<file path="src/hdl/pbms_pkg.sv">
`timescale 1ns / 1ps
`default_nettype none
// ----------------------------------------------------------------------------
// pbms_pkg
// Shared types and constants for the positional bigram statistics block.
// ----------------------------------------------------------------------------
package pbms_pkg;

  localparam int MAX_LEN    = 16;
  localparam int CHARSET    = 256;
  localparam int COUNT_BITS = 32;

  localparam int POS_W   = 4;
  localparam int CODE_W  = 8;
  localparam int LEN_W   = 5;
  localparam int CELL_AW = POS_W + 2 * CODE_W;
  localparam int ROW_AW  = POS_W + CODE_W;
  localparam int TOTAL_W = 40;
  localparam int PROB_W  = 16;
  localparam int LINE_W  = 32;
  localparam int REG_IDX_W = 1;

  localparam logic [LEN_W-1:0] MIN_LENGTH_RST = LEN_W'(1);
  localparam logic [LEN_W-1:0] MAX_LENGTH_RST = LEN_W'(16);

  typedef enum logic [1:0] {
    ACT_CHAR  = 2'd0,
    ACT_EOL   = 2'd1,
    ACT_FINAL = 2'd2,
    ACT_READ  = 2'd3
  } action_t;

  typedef enum logic [REG_IDX_W-1:0] {
    REG_MIN_LENGTH = 1'b0,
    REG_MAX_LENGTH = 1'b1
  } reg_idx_t;

endpackage
`default_nettype wire

</file>
<file path="src/hdl/pbms_div.sv">
`timescale 1ns / 1ps
`default_nettype none
// ----------------------------------------------------------------------------
// pbms_div
// Bit-serial divider: floor(count * 65535 / total), count <= total.
// ----------------------------------------------------------------------------
module pbms_div (
  input  wire logic                             clk,
  input  wire logic                             rst,
  input  wire logic                             start,
  input  wire logic [pbms_pkg::COUNT_BITS-1:0]  count,
  input  wire logic [pbms_pkg::TOTAL_W-1:0]     total,
  output logic                                  done,
  output logic      [pbms_pkg::PROB_W-1:0]      quotient
);
  import pbms_pkg::*;

  localparam int NUM_W = COUNT_BITS + PROB_W;
  localparam int REM_W = TOTAL_W + 1;
  localparam int CNT_W = $clog2(PROB_W);

  logic                 busy;
  logic [CNT_W-1:0]     cnt;
  logic [REM_W-1:0]     rem;
  logic [PROB_W-1:0]    num_lo;
  logic [TOTAL_W-1:0]   den;
  logic [NUM_W-1:0]     num;
  logic [REM_W-1:0]     shifted;
  logic                 fits;

  // count * 65535 as (count << 16) - count
  assign num     = {count, PROB_W'(0)} - NUM_W'(count);
  assign shifted = {rem[REM_W-2:0], num_lo[PROB_W-1]};
  assign fits    = shifted >= {1'b0, den};

  always_ff @(posedge clk) begin
    if (rst) begin
      busy <= 1'b0;
      done <= 1'b0;
      cnt  <= '0;
    end else begin
      done <= 1'b0;
      if (start) begin
        busy <= 1'b1;
        cnt  <= CNT_W'(PROB_W - 1);
      end else if (busy) begin
        cnt <= cnt - 1'b1;
        if (cnt == '0) begin
          busy <= 1'b0;
          done <= 1'b1;
        end
      end
    end
  end

  always_ff @(posedge clk) begin
    if (start) begin
      rem      <= REM_W'(num[NUM_W-1:PROB_W]);
      num_lo   <= num[PROB_W-1:0];
      den      <= total;
      quotient <= '0;
    end else if (busy) begin
      rem      <= fits ? shifted - {1'b0, den} : shifted;
      num_lo   <= {num_lo[PROB_W-2:0], 1'b0};
      quotient <= {quotient[PROB_W-2:0], fits};
    end
  end

endmodule
`default_nettype wire

</file>
<file path="config.mk">
export PLATFORM = sky130hd
export DESIGN_NAME = pbms_div
export DESIGN_NICKNAME = d
export VERILOG_FILES = /design/src/hdl/pbms_pkg.sv /design/src/hdl/pbms_div.sv
export SDC_FILE = /design/constraint.sdc
export NUM_CORES = 1
export LEC_CHECK = 0
export BUFFER_PORTS_ARGS = -buffer_cell sky130_fd_sc_hd__buf_2
export CORE_MARGIN = 1
export CORE_UTILIZATION = 60
export DETAILED_ROUTE_END_ITERATION = 8
export PLACE_DENSITY = 0.84
export SETUP_SLACK_MARGIN = 0.15
export SYNTH_ARGS = -nofsm -noshare
export SYNTH_HDL_FRONTEND = slang
export SYNTH_SLANG_ARGS = --single-unit
</file>
<file path="constraint.sdc">
create_clock -name clk -period 3.45 [get_ports clk]
set_clock_uncertainty 0.2 [all_clocks]
set_input_delay 0.345 -clock clk [delete_from_list [all_inputs] [get_ports clk]]
set_output_delay 0.345 -clock clk [all_outputs]
set_load 0.02 [all_outputs]
</file>
* Yosys cells after proc, flatten, opt, wreduce, memory -nomap -nowiden
Index checks and enable logic that the tools add are counted.
** Word-level totals
- Logic and storage cells :: 27
- Bits in latches :: 0
- Memories :: 0
- RAM bits :: 0
- ROM bits :: 0
- Input port bits :: 75
- Output and inout bits :: 17
- Bits in registers :: 118
** Operators by class
- Divide/modulo/power cells :: 0
- Bitwise operators :: 1
- Shift operators :: 0
- Multipliers :: 0
- Eq/ne operators :: 0
- Reductions and logical operators :: 3
- Order comparisons :: 1
- Mux-type cells :: 11
- Add/subtract/negate cells :: 3
** Operators with widths (number)
- $mux 32 :: 2
- $sub 48x32->48 :: 1
- $ge 41x40->1 :: 1
- $mux 40 :: 1
- $sub 40x40->40 :: 1
- $mux 16 :: 2
- $mux 4 :: 2
- $logic_not 4->1 :: 1
- $mux 1 :: 4
- $sub 4x1->4 const B :: 1
- $reduce_or 3->1 :: 1
- $reduce_bool 2->1 :: 1
- $not 1->1 :: 1

* Longest topological paths before layout
- Depth after elaboration :: 4
- Gate-level depth with buffers :: 13
- Mapped depth without buffers :: 12

* Least setup slack after synthesis
No wires, ideal clock.
- Path kind :: in2reg
- Start point :: input count[17] in the netlist's numbering
- End point :: register rem[21], data pin
- Arrival :: 2.706 ns
- Slack :: 0.276 ns
- Library setup time :: 0.269 ns
- Stages on the path :: 11
- Cell sequence :: inv_1 -> ha_1 -> a21o_1 -> a211oi_2 -> nor2_1 -> or3_4 -> a2111o_1 -> a31oi_4 -> o2111ai_1 -> xnor2_1 -> mux2i_1
** Between the ends
- Word-level cells in the longest chain between the ends :: 2
** RTL lines
- from (decl) :: RTL line pbms_div.sv:11 : input wire logic [pbms_pkg::COUNT_BITS-1:0] count,
- $sub 48x32->48 :: RTL line pbms_div.sv:32 : assign num = {count, PROB_W'(0)} - NUM_W'(count);
- $mux 32 :: RTL line pbms_div.sv:57 : if (start) begin
- to (signal assigned) :: RTL line pbms_div.sv:58 : rem <= REM_W'(num[NUM_W-1:PROB_W]);
- to (signal assigned) :: RTL line pbms_div.sv:63 : rem <= fits ? shifted - {1'b0, den} : shifted;
- to (decl) :: RTL line pbms_div.sv:24 : logic [REM_W-1:0] rem;
No other way between the ends.
A chain may end at the register's enable or synchronous reset.

* Final worst setup path
- Start point :: register rem[0]
- End point :: register rem[5], data pin
** Between the ends
- Word-level cells in the longest chain between the ends :: 4
- Elaborated cells between the ends (all ways) :: 5
** RTL lines
- $sub 40x40->40 / $ge 41x40->1 (equally long branches) :: RTL line pbms_div.sv:63, pbms_div.sv:34
- $mux 40 (*) :: RTL line pbms_div.sv:63
- $mux 32 (*) :: RTL line pbms_div.sv:62 : end else if (busy) begin
- $mux 32 (*) :: RTL line pbms_div.sv:57
Mark *: on every way between the ends. The rest lies on a longest branch, timed or not. The select of a mux whose other input is x is not followed.

==> flow_summary.json <==
{
  "num_vias": 8361,
  "synth_edf_count": 88,
  "power_w": 0.006112,
  "required_ns": 3.40,
  "fin_crit_sh": 0.9953,
  "grt_max_degree": 54,
  "cp-end-kind": "flop",
  "path_buf_inv": 4,
  "leakagePower_nw": 4.819,
  "grt_overflow_total": 0,
  "crit_path_cell_trace": "buf_4, ha_4, nor2b_2, o2111a_2, o211a_4, o21ai_4, a211oi_4, nor3_4, buf_4, buf_12, buf_4, nor2_1, a211oi_2, a21oi_1",
  "timing.fmax_mhz": 291.2,
  "antenna_cells": 0,
  "layout_common_cells": "nor2_1, buf_2, edfxtp_1",
  "htreeDepth": 4,
  "vdd_drop_max_mv": 0.4066,
  "drt-pass1-iter-count": 6,
  "routed_wl_um": 26120,
  "syn_nets": 1080,
  "die_w_um": 122.1,
  "cp.arrival_ns": 3.38,
  "rows": 43,
  "core_mm2": 0.01399,
  "setup-tns-final_ns": 0,
  "synth-xor-area-share": 0.07788,
  "first_iter_violations": 891,
  "start_util": 0.6191,
  "synth_compound_area_frac": 0.2121,
  "synth_area_leaders": "edfxtp_1, ha_1, dfxtp_1",
  "r2r_slack_ns": 0.02,
  "port_buffers": 91,
  "gp_congestion": 0.9666,
  "maxCapViolCount": 0,
  "synth_seq_cells": 118,
  "critPathLaunch": "rem[0]",
  "syn_avg_cell_area_um2": 9.154,
  "die_h_um": 122.1,
  "relSlewSlack": 0.5341,
  "r2r_cells": 14,
  "cp-start-kind": "flop",
  "clkTransAtPathRegs_ns": 0.06,
  "synth_top_family_by_area": "compound AO/OA/AOI/OAI gates",
  "tightest_slew_ns": 0.6979,
  "status": "finished clean",
  "critical_path.max_stage_delay_ns": 0.43,
  "drive_gt1_frac": 0.2603,
  "viasPerCell": 6.310,
  "hold-worst-slack_ns": 0.06129,
  "rsz0062_at_grt": "true",
  "antenna_found_initial": 1,
  "placedCellCount": 1229,
  "hpwl_um": 16080,
  "critical_path_depth": 14,
  "yosysTopAreaCell": "edfxtp_1",
  "pin_count": 92,
  "area_delta_synth_final_pct": 30.46,
  "drcViolationCount": 0,
  "yosysWarnings": 0,
  "synthCells": 946,
  "synthAdderAreaFrac": 0.08611,
  "synth.mux.area_fraction": 0.05389,
  "hold_start": "count[0]",
  "crit_slowest_cell": "edfxtp_1",
  "finalCriticalPeriod_ns": 3.434,
  "grt_pass1_vias": 7643,
  "cp_common_cell": "buf_4",
  "path_class": "reg -> reg",
  "final_max_slew_viol_count": 0,
  "fin_cells": 1325,
  "setup_viol": 0,
  "timing.rr.start": "rem[0]",
  "track_usage": 0.3307,
  "synth_ff_type": "edfxtp_1",
  "final_net_count": 1266,
  "synth_area_mm2": 0.008660,
  "cts.sinks": 118,
  "cts_buffers": 17,
  "worstHoldPathType": "in -> reg",
  "synth_simple_gate_area_frac": 0.1425,
  "grt_pass1_wl_um": 37860,
  "report.final.hold_viol_count": 0,
  "async_flop_share": 0,
  "clock_latency_ns": 0.43,
  "synth_cell_types": 71,
  "r2r_end": "rem[5]",
  "fin_util": 0.8076,
  "drt-wirelength-per-cell_um": 19.72,
  "timing.critical_path.max_delay_family": "compound AO/OA/AOI/OAI gates",
  "layout.cells.most_common": "nor2_1",
  "drtAntennaViolNets": 0,
  "pwr_density_cell_mw_per_mm2": 541.0,
  "path_max_fanout": 6,
  "cts_buffer_depth": 2,
  "die-area_mm2": 0.01492,
  "clk_root_buffer_cell": "clkbuf_16",
  "ys_seq_area_frac": 0.3745,
  "critPathCapture": "rem[5]",
  "cts_tree": "built",
  "yosys.area.top_type_share": 0.3052
}
==> cell type report <==
cell class | count | area (um2)
clock inverters | 14 | 123.9
well taps | 180 | 225.2
fillers | 812 | 2691
flip-flops and latches | 118 | 3243
inverters | 76 | 285.3
clock buffers | 18 | 450.4
repair buffers | 211 | 1554
multi-input cells | 708 | 5415
==> metrics by stage <==
stage | instance area (um2) | setup WS (ns)
2_1_floorplan | 8660 | 0.2756
3_3_place_gp | 9620 | 0.05069
3_5_place_dp | 9620 | 0.02288
4_1_cts | 10750 | 0.1266
5_1_grt | 11300 | 0.007983
6_report | 11300 | 0.01636
==> worst min path at each step <==
| stage | to | slack (ns) | depth (start not counted) |
|---|---|---|---|
| 3_3_place_gp | quotient[15] | 0.27 | 2 |
| 4_1_cts | num_lo[0] | 0.06 | 2 |
| 5_1_grt | num_lo[0] | 0.08 | 2 |
| 2_1_floorplan | busy | 0.22 | 1 |
| 3_5_place_dp | quotient[15] | 0.28 | 2 |
| 6_report | num_lo[0] | 0.06 | 2 |
==> layer usage <==
metal	vias up	part of all wire	track usage	wire, um
li1	3837	-	-	-
met1	3893	0.41	0.4365	10640
met2	523	0.46	0.5187	11890
met3	106	0.096	0.08099	2519
met4	2	0.040	0.1334	1057
met5	-	0.00050	0	13
==> sequential cells by signal, summed over array words and instances (netlist names) <==
name and cells:
den 40, busy 1, rem 40, cnt 4, done 1, num_lo 16
quotient 16
==> worst reg2reg max path, stage by stage, from the launching register on <==
cell and delay [ns]:
edfxtp_1 0.43, buf_4 0.17, ha_4 0.25, nor2b_2 0.16, o2111a_2 0.31, o211a_4 0.26
o21ai_4 0.23, a211oi_4 0.12, nor3_4 0.22, buf_4 0.17, buf_12 0.12, buf_4 0.15
nor2_1 0.06, a211oi_2 0.20, a21oi_1 0.09
==> cell usage after synthesis, types with 3 or more instances <==
cell and count:
o22ai_1 4, a21oi_2 4, and2_1 8, clkbuf_1 32, a21oi_1 85, ha_1 58
o2111ai_1 4, a31oi_1 6, mux2_2 21, inv_1 76, nor3_1 18, o31ai_1 5
nand4_1 21, nand3_1 13, mux2i_1 23, nand2_1 54, a211oi_1 24, buf_2 7
nor2b_1 8, dfxtp_1 30, and3_1 5, nor2_1 92, o211ai_1 6, xnor2_1 51
o21bai_1 11, a21o_1 33, nor4_1 8, a211o_1 6, o21ai_0 27, a21boi_1 6
xor2_1 26, or3_1 6, o2111a_1 3, o21ai_1 12, nand2b_1 5, o21a_1 8
buf_1 5, edfxtp_1 88, or2_2 3
==> report_power, final <==
part | internal (W) | switching [W]
Sequential | 0.00172 | 0.000112
Combinational | 0.00110 | 0.00143
Clock | 0.000992 | 0.000760
==> cell families (layout without fill, tap and decap cells) <==
| group | after synthesis | in the layout |
|---|---|---|
| mux | 44 | 44 |
| compound gates | 274 | 274 |
| buf+inv | 120 | 319 |
| simple gates | 254 | 254 |
| flops | 118 | 118 |
| fa+ha+maj | 59 | 59 |
| xor+xnor | 77 | 77 |
==> what timing repair did <==
action | in CTS | in global routing
buffers inserted | 2 | 18
endpoints found under the hold margin | 46 | 0
endpoints found under the setup margin | 22 | 38
hold buffers | 41 | 0
gates cloned | 0 | 3
gates resized for setup | 21 | 64
pin swaps | 5 | 27
(Power assumes the default switching activity.)
